`src/rtl/hht_pkg.sv`:
```
package hht_pkg;

	// Result kinds
	localparam logic [2:0] KIND_TOKEN_BYTE   = 3'd0;
	localparam logic [2:0] KIND_TOKEN_END    = 3'd1;
	localparam logic [2:0] KIND_SEPARATOR    = 3'd2;
	localparam logic [2:0] KIND_LINE_END     = 3'd3;
	localparam logic [2:0] KIND_TERMINATE    = 3'd4;
	localparam logic [2:0] KIND_BAD_LINE_END = 3'd5;

	// Byte codes
	localparam logic [7:0] CH_TAB   = 8'h09;
	localparam logic [7:0] CH_LF    = 8'h0A;
	localparam logic [7:0] CH_CR    = 8'h0D;
	localparam logic [7:0] CH_SPACE = 8'h20;
	localparam logic [7:0] CH_DEL   = 8'h7F;

	// Result queue
	localparam int QDEPTH = 4;
	localparam int QPTR_W = $clog2(QDEPTH);
	localparam int QCNT_W = $clog2(QDEPTH + 1);

	typedef struct packed {
		logic [7:0] char_in;
		logic       end_of_input;
	} in_item_t;

	typedef struct packed {
		logic [2:0] kind;
		logic [7:0] char_out;
		logic       last;
	} out_item_t;

	// Outcome of lexing one byte: up to two results plus next state
	typedef struct packed {
		logic [1:0] n;
		out_item_t  e0;
		out_item_t  e1;
		logic       in_token;
		logic       pend;
		logic       pend_cr;
	} lex_t;

	function automatic logic is_sep(input logic [7:0] b);
		logic r;
		unique case (b)
			8'h28, 8'h29, 8'h3C, 8'h3E, 8'h40, 8'h2C, 8'h3B, 8'h3A, 8'h5C,
			8'h22, 8'h2F, 8'h5B, 8'h5D, 8'h3F, 8'h3D, 8'h7B, 8'h7D: r = 1'b1;
			default: r = (b < CH_SPACE) || (b == CH_DEL);
		endcase
		return r;
	endfunction

	function automatic out_item_t mk(input logic [2:0] kind, input logic [7:0] ch);
		out_item_t o;
		o.kind     = kind;
		o.char_out = ch;
		o.last     = 1'b0;
		return o;
	endfunction

	// Lex one byte with no line end pending
	function automatic lex_t lex_byte(input logic [7:0] b, input logic in_tok);
		lex_t l;
		l.n        = 2'd0;
		l.e0       = mk(KIND_TOKEN_END, 8'h00);
		l.e1       = mk(KIND_TOKEN_END, 8'h00);
		l.in_token = in_tok;
		l.pend     = 1'b0;
		l.pend_cr  = 1'b0;
		if (b == CH_SPACE || b == CH_TAB) begin
			l.n        = {1'b0, in_tok};
			l.in_token = 1'b0;
		end else if (b == CH_CR || b == CH_LF) begin
			l.n        = {1'b0, in_tok};
			l.in_token = 1'b0;
			l.pend     = 1'b1;
			l.pend_cr  = (b == CH_CR);
		end else if (is_sep(b)) begin
			l.in_token = 1'b0;
			if (in_tok) begin
				l.n  = 2'd2;
				l.e1 = mk(KIND_SEPARATOR, b);
			end else begin
				l.n  = 2'd1;
				l.e0 = mk(KIND_SEPARATOR, b);
			end
		end else begin
			l.n        = 2'd1;
			l.e0       = mk(KIND_TOKEN_BYTE, b);
			l.in_token = 1'b1;
		end
		return l;
	endfunction

endpackage

```
`src/rtl/http_header_tokenizer_top.sv`:
```
// HTTP header lexer: takes one header byte per transaction and returns zero, one or two
// results (token byte, token end, separator, line end, nonconforming line end, terminate),
// with last set on the final result of each byte. A byte is classified and the lexer state
// updated in the cycle it is accepted, and its results enter a four-entry result queue that
// drains one result per cycle while result_ready is high. The input is ready whenever
// the queue has at least two free entries, so bytes are taken every cycle while results
// drain and each yields at most one result; results are registered in the queue.
module http_header_tokenizer_top (
	input  logic                clk,
	input  logic                arst_n,
	input  logic                item_valid,
	output logic                item_ready,
	input  hht_pkg::in_item_t   item,
	output logic                result_valid,
	input  logic                result_ready,
	output hht_pkg::out_item_t  result
);

	logic                      in_token_q;
	logic                      pend_q;
	logic                      pend_cr_q;
	hht_pkg::out_item_t        queue_q [hht_pkg::QDEPTH];
	logic [hht_pkg::QPTR_W-1:0] wr_ptr_q;
	logic [hht_pkg::QPTR_W-1:0] rd_ptr_q;
	logic [hht_pkg::QCNT_W-1:0] count_q;

	hht_pkg::lex_t             step;
	hht_pkg::lex_t             lx;
	logic                      push;
	logic                      pop;
	logic [hht_pkg::QPTR_W-1:0] wr_ptr_p1;

	assign item_ready   = (count_q <= hht_pkg::QCNT_W'(hht_pkg::QDEPTH - 2));
	assign result_valid = (count_q != '0);
	assign result       = queue_q[rd_ptr_q];
	assign push         = item_valid && item_ready;
	assign pop          = result_valid && result_ready;
	assign wr_ptr_p1    = wr_ptr_q + 1'b1;

	// Classify the incoming byte against the current state
	always_comb begin
		lx   = hht_pkg::lex_byte(item.char_in, in_token_q);
		step = lx;
		if (item.end_of_input) begin
			step.in_token = 1'b0;
			step.pend     = 1'b0;
			step.pend_cr  = 1'b0;
			if (!pend_q && in_token_q) begin
				step.n  = 2'd2;
				step.e0 = hht_pkg::mk(hht_pkg::KIND_TOKEN_END, 8'h00);
				step.e1 = hht_pkg::mk(hht_pkg::KIND_TERMINATE, 8'h00);
			end else begin
				step.n  = 2'd1;
				step.e0 = hht_pkg::mk(hht_pkg::KIND_TERMINATE, 8'h00);
			end
		end else if (pend_q) begin
			if (pend_cr_q && item.char_in == hht_pkg::CH_LF) begin
				step.n        = 2'd1;
				step.e0       = hht_pkg::mk(hht_pkg::KIND_LINE_END, 8'h00);
				step.in_token = 1'b0;
				step.pend     = 1'b0;
				step.pend_cr  = 1'b0;
			end else begin
				// Token is never open here, so the fresh byte adds at most one result
				step.e0 = hht_pkg::mk(hht_pkg::KIND_BAD_LINE_END, 8'h00);
				step.e1 = lx.e0;
				step.n  = (lx.n == 2'd0) ? 2'd1 : 2'd2;
			end
		end
		step.e0.last = (step.n == 2'd1);
		step.e1.last = 1'b1;
	end

	// Advance lexer state and queue pointers
	always_ff @(posedge clk or negedge arst_n) begin
		if (!arst_n) begin
			in_token_q <= 1'b0;
			pend_q     <= 1'b0;
			pend_cr_q  <= 1'b0;
			wr_ptr_q   <= '0;
			rd_ptr_q   <= '0;
			count_q    <= '0;
		end else begin
			if (push) begin
				in_token_q <= step.in_token;
				pend_q     <= step.pend;
				pend_cr_q  <= step.pend_cr;
				wr_ptr_q   <= wr_ptr_q + hht_pkg::QPTR_W'(step.n);
			end
			if (pop) begin
				rd_ptr_q <= rd_ptr_q + 1'b1;
			end
			count_q <= count_q + (push ? hht_pkg::QCNT_W'(step.n) : '0)
				- hht_pkg::QCNT_W'(pop);
		end
	end

	// Write results into the queue
	always_ff @(posedge clk) begin
		if (push && step.n != 2'd0) begin
			queue_q[wr_ptr_q] <= step.e0;
		end
		if (push && step.n == 2'd2) begin
			queue_q[wr_ptr_p1] <= step.e1;
		end
	end

endmodule
```
`config.mk`:
```
export PLATFORM = sky130hd
export DESIGN_NAME = http_header_tokenizer_top
export DESIGN_NICKNAME = d
export VERILOG_FILES = /design/src/rtl/hht_pkg.sv /design/src/rtl/http_header_tokenizer_top.sv
export SDC_FILE = /design/constraint.sdc
export NUM_CORES = 1
export LEC_CHECK = 0
export ABC_AREA = 1
export BUFFER_PORTS_ARGS = -buffer_cell sky130_fd_sc_hd__buf_2
export CAP_MARGIN = 20
export CORE_ASPECT_RATIO = 0.75
export CORE_MARGIN = 4
export CORE_UTILIZATION = 50
export DETAILED_ROUTE_END_ITERATION = 8
export GPL_TIMING_DRIVEN = 0
export PLACE_DENSITY = 0.76
export SYNTH_ARGS = -nofsm -noshare
export SYNTH_HDL_FRONTEND = slang
export SYNTH_SLANG_ARGS = --single-unit
```
`constraint.sdc`:
```
create_clock -name clk -period 3.2 [get_ports clk]
set_input_delay 0.16 -clock clk [delete_from_list [all_inputs] [get_ports clk]]
set_output_delay 0.16 -clock clk [all_outputs]
set_load 0.05 [all_outputs]
```
# Word-level counts from Yosys, hierarchy flattened

Memory sizes are Yosys's and may differ from the RTL's.
Index checks and enable logic that the tools add are counted.

Flip-flop bits (word level): 10
Latch bits: 0
Memory bits (writable): 48
Bits in read-only memories: 0
Output and inout bits: 14
Logic and storage cells: 82
Memories: 1

Memory list:

| memory  | words | bits a word | read ports | clocked after memory_dff | write ports | RTL line                        | text |
|---|---|---|---|---|---|---|---|
| queue_q | 4     | 12          | 1          | 0                        | 2           | http_header_tokenizer_top.sv:22 | `hht_pkg::out_item_t queue_q [hht_pkg::QDEPTH];` |

$add $sub $neg: 5
Multipliers: 0
Divide/modulo/power cells: 0
$lt $le $gt $ge: 2
Eq/ne operators: 24
Shift-type cells: 0
Multiplexer cells: 30
Bitwise gates (word level): 0
Reduce and logical (&&, ||, !) cells: 14

Operator list:

| operator              | count |
|---|---|
| $eq A8 B6 Y1 const B  | 12 |
| $mux W29              | 2 |
| $eq A8 B7 Y1 const B  | 7 |
| $mux W24              | 2 |
| $mux W14              | 3 |
| $mux W12              | 3 |
| $eq A8 B4 Y1 const B  | 3 |
| $mux W11              | 2 |
| $reduce_or A17 Y1     | 1 |
| $mux W2               | 7 |
| $mux W1               | 10 |
| $lt A8 B6 Y1 const B  | 1 |
| $logic_and A1 B1 Y1   | 6 |
| $add A2 B1 Y2 const B | 2 |
| $add A3 B2 Y3         | 1 |
| $le A3 B2 Y1 const B  | 1 |
| $logic_or A1 B1 Y1    | 3 |
| $mux W3               | 1 |
| $reduce_bool A3 Y1    | 1 |
| $sub A3 B1 Y3         | 1 |
| $add A2 B2 Y2         | 1 |
| $eq A2 B1 Y1 const B  | 1 |
| $eq A2 B2 Y1 const B  | 1 |
| $logic_not A2 Y1      | 1 |
| 2 further kinds       | 2 |

# Depth between registers and ports, before layout

Depth in word-level cells: 17
Gate-level depth with buffers: 21
Gate-level depth less buffers: 21

# Worst setup path after synthesis

No wires, ideal clock.

Kind: register -> register
Start: register count_q[1] (netlist name)
End: register count_q[2] (netlist name)
Arrival: 3103 ps
Required time: 3071 ps
Path slack: -32 ps
Stages on the path, launching flop included: 13
Buffers on the path: 1
Period minus slack after synthesis: 3232 ps
Cells stage by stage: dfrtp_1 -> a21oi_1 -> nand2_1 -> clkinv_1 -> clkbuf_1 -> nand2_1 -> ha_1 -> inv_1 -> ha_1 -> inv_1 -> fa_1 -> xnor2_1 -> xor2_1

Longest elaborated chain between the ends: 5
Elaborated cells on any way between the ends: 7

RTL lines:

| element                | RTL line                        | text |
|---|---|---|
| from (decl)            | http_header_tokenizer_top.sv:25 | `logic [hht_pkg::QCNT_W-1:0] count_q;` |
| from (signal assigned) | http_header_tokenizer_top.sv:93 | `count_q <= count_q + (push ? hht_pkg::QCNT_W'(step.n) : '0)` |
| $le A3 B2 Y1           | http_header_tokenizer_top.sv:33 | `assign item_ready = (count_q <= hht_pkg::QCNT_W'(hht_pkg::QDEPTH - 2));` |
| net item_ready         | http_header_tokenizer_top.sv:12 | `output logic item_ready,` |
| $logic_and A1 B1 Y1    | http_header_tokenizer_top.sv:36 | `assign push = item_valid && item_ready;` |
| $mux W2                | http_header_tokenizer_top.sv:93 |  |
| $add A3 B2 Y3          | http_header_tokenizer_top.sv:93 |  |
| $sub A3 B1 Y3          | http_header_tokenizer_top.sv:94 | `- hht_pkg::QCNT_W'(pop);` |

The timed path passes the listed nets, and every way through them passes these cells.
A chain may end at the register's enable or synchronous reset.

# Worst setup path after layout

Start: register pend_q
End: register count_q[2] (netlist name)

Longest elaborated chain between the ends: 7
Elaborated cells on any way between the ends: 8

RTL lines:

| element                | RTL line                        | text |
|---|---|---|
| from (decl)            | http_header_tokenizer_top.sv:20 | `logic pend_q;` |
| from (signal assigned) | http_header_tokenizer_top.sv:86 | `pend_q <= step.pend;` |
| $logic_not A1 Y1       | http_header_tokenizer_top.sv:48 | `if (!pend_q && in_token_q) begin` |
| $logic_and A1 B1 Y1    | http_header_tokenizer_top.sv:48 |  |
| $mux W14               | http_header_tokenizer_top.sv:48 |  |
| $mux W29 *             | http_header_tokenizer_top.sv:44 | `if (item.end_of_input) begin` |
| $mux W2 *              | http_header_tokenizer_top.sv:93 |  |
| $add A3 B2 Y3 *        | http_header_tokenizer_top.sv:93 |  |
| $sub A3 B1 Y3 *        | http_header_tokenizer_top.sv:94 |  |

Mark *: on every way between the ends. The rest lies on a longest branch, timed or not.

==> run metrics <==
outcome finished, final reports clean; TNS Setup 0 ns; family with the most delay on the worst path adder cells; total die area 0.00867 mm2; area of the multi-input gates 0.00172 mm2; CORE AREA 0.00693 mm2; GPL Wtd Cong 0.916; fmax 347 MHz; WP data required 3.46 ns; top post-synthesis cells by count nand2_1, nor2_1, nand3_1, edfxtp_1, inv_1; Inserted Diodes 0; H-tree depth 3; Clock Tree Root clkbuf_8; most frequent CP cell inv_1; skew final 0.0119 ns; number of flops mapped to enable cells by yosys 44; worst hold-check path type input pin to flip-flop; Seq cells post-synth 58; sequential power share 30.3%; Post-Syn Area 0.00361 mm2; DP Wirelength 6840 um; global route overflow 0; Slew Limit Fails 0; Via Count 3379; row count 26; Post-CTS Hold Fix Bufs 1; Routed WL 9440 um; Worst VDD drop 0.425 mV; drt drc 0; Startpoint Class flip-flop; top-count cell post-synth nand2_1; Post-Synth Simple-Gate Area 36.7%; RSZ-0062 raised after global routing false; post-synthesis mux area share 0%; largest family of logic cells by synthesized area simple AND/OR/NAND/NOR gates; largest net degree at the start of global routing 13; Clock transition at path regs 0.06 ns; Syn Inst Count 480; Tot GR Track Use 23.4%; # clock sinks 58; Switch Pwr 1.70 mW; Cell variety after synth 33; Adder-Cell Fraction of Synth Area 1.94%; Fillers 654; fin crit share 90.2%; top post-synthesis cells by area edfxtp_1, nand2_1, nand3_1; Setup Buffers After CTS 0; slowest CP cell dfrtp_1; cts bufs inserted 9; CTS Buffer Depth 2; prevailing post-synth register cell edfxtp_1; CTS tree done; Starting Density 52.2%; Port Buffers 26; Pint 1.85 mW; Final Hold Viols 0; Leak 1.94 nW; synthesized area per cell 7.53 um2; worst-margin pin slew 0.709 ns; Max Cap Viol 0; Area growth, synth to finish 13.2%; Post-DRT Antenna Nets 0; synth warn 0; syn_nets 498; compound-cell area share of the yosys netlist 7.79%; Routed WL per cell 15.2 um; Worst Slack Setup Final 0.314 ns; via count of the first global-routing pass 3012; Initial DRC Count 504; Clock power frac 20.6%; first-pass GRT wire length 15500 um; CTS resizes 0; Sw Share 47.9%; Register Area 0.00165 mm2; 1st-pass router iterations 5; initial antenna violation count 0; share of layout cells above drive strength 1 15.7%; max incr delay on CP 0.47 ns; Post-synth ARST share 17.2%; Worst Path Max Fanout 7; final setup vio count 0; worst path bufs/invs 5; xor-xnor portion of the synthesized cell area 0.969%; IO Pins 27; CP Cell Sequence inv_1 > o21ai_0 > inv_1 > nand2_1 > inv_1 > nand2_2 > nand2_4 > nor2_2 > nand2_1 > ha_1 > inv_1 > ha_1 > inv_1 > fa_1 > xnor2_1 > xor2_1; critical path arrival 3.15 ns; largest area contributor in the synthesized netlist edfxtp_1; chip width 106 um; fin nets 536; Rel. slew slack 52.6%; Yosys top cell area share 36.6%; Comb pwr share 49.0%; Worst Setup End Kind flip-flop; PD cells 867 mW/mm2; vias per inst 5.44; chip height 81.6 um; crit path time final 2.89 ns; Setup WS pre-CTS 0.193 ns; Worst-Skew Late Latency 0.35 ns; WS Path Type flip-flop to flip-flop; sequential area share after synthesis 45.7%
==> kinds of logic (layout without fill, tap and decap cells) <==
kind of cell,after synthesis,in the layout
adder cells (fa/ha/maj),5,5
flip-flops,58,58
AND/OR/NAND/NOR,303,303
AO/OA/AOI/OAI,50,50
XOR/XNOR,4,4
buffers and inverters,60,103
==> worst paths after layout <==
check / from / end / slack [ns] / cells after the start
setup reg to reg: pend_q / count_q[2] / 0.31 / 16
min in group asynchronous: arst_n / in_token_q / 0.21 / 2
hold / removal: item[0] / pend_cr_q / 0.09 / 2
max in group asynchronous: arst_n / pend_cr_q / 2.78 / 2
setup / recovery: pend_q / count_q[2] / 0.31 / 16
hold reg to reg: pend_cr_q / pend_cr_q / 0.48 / 2
==> through the flow <==
step	instance area, um2	hold WS, ns	utilization [%]	std cells	power (mW)
after CTS	4090	0.0749	59.0	621	3.54
after floorplan	3620	-0.136	-	480	2.37
after detailed placement	3870	0.0418	55.9	604	2.81
after global routing	4090	0.0947	59.0	621	3.76
final	4090	0.0900	59.0	621	3.54
after global placement	3870	0.0402	55.9	604	2.77
==> registers in the layout (all words and copies together) (netlist names) <==
name,flops
queue_q,48
count_q,3
rd_ptr_q,2
wr_ptr_q,2
in_token_q,1
pend_cr_q,1
pend_q,1
==> worst register-to-register path: stages (launching register included) <==
cell and delay (ns):
dfrtp_1 0.47, inv_1 0.18, o21ai_0 0.19, inv_1 0.07
nand2_1 0.06, inv_1 0.04, nand2_2 0.10, nand2_4 0.09
nor2_2 0.24, nand2_1 0.09, ha_1 0.28, inv_1 0.06
ha_1 0.14, inv_1 0.05, fa_1 0.37, xnor2_1 0.21
xor2_1 0.18
==> power groups by stage <==
stage                     logic, mW  registers [mW]  clock network, mW
after floorplan                1.31            1.06                  0
after global placement         1.68            1.08                  0
after detailed placement       1.72            1.09                  0
after CTS                      1.73            1.07              0.733
after global routing           1.90            1.09              0.776
final                          1.74            1.08              0.731
==> layout make-up <==
cell class / instances / share of cell area, %
Multi-Input combinational cell: 362 / 41.9
Inverter: 43 / 3.95
Sequential cell: 58 / 40.4
Buffer: 17 / 2.20
Tap cell: 98 / 3.00
Timing Repair Buffer: 27 / 3.43
Clock buffer: 10 / 3.12
Clock inverter: 6 / 1.99
==> cells in the final DEF, fill, tap and decap left out, types with 2 or more instances in the layout <==
cell type	instances
a21oi_1	2
buf_2	26
buf_4	5
bufinv_16	2
clkbuf_1	12
clkbuf_8	9
clkinv_1	3
dfrtp_1	10
dfxtp_1	4
edfxtp_1	44
ha_1	4
inv_1	32
inv_2	10
nand2_1	163
nand2_2	4
nand3_1	54
nand3_2	5
nand4_1	4
nor2_1	56
nor2_2	11
nor2_4	2
o21ai_0	29
o22ai_1	12
o32ai_1	2
xor2_1	3
==> per-layer routing <==
metal	track usage, %	up-vias	share of wire, %	wire [um]
li1	-	1652	-	-
met1	34.1	1540	48	4530
met2	34.3	167	41	3900
met3	5.50	20	8.9	839
met4	7.50	0	1.9	175
met5	0	-	0	0
Power figures use the tool's default switching activity.
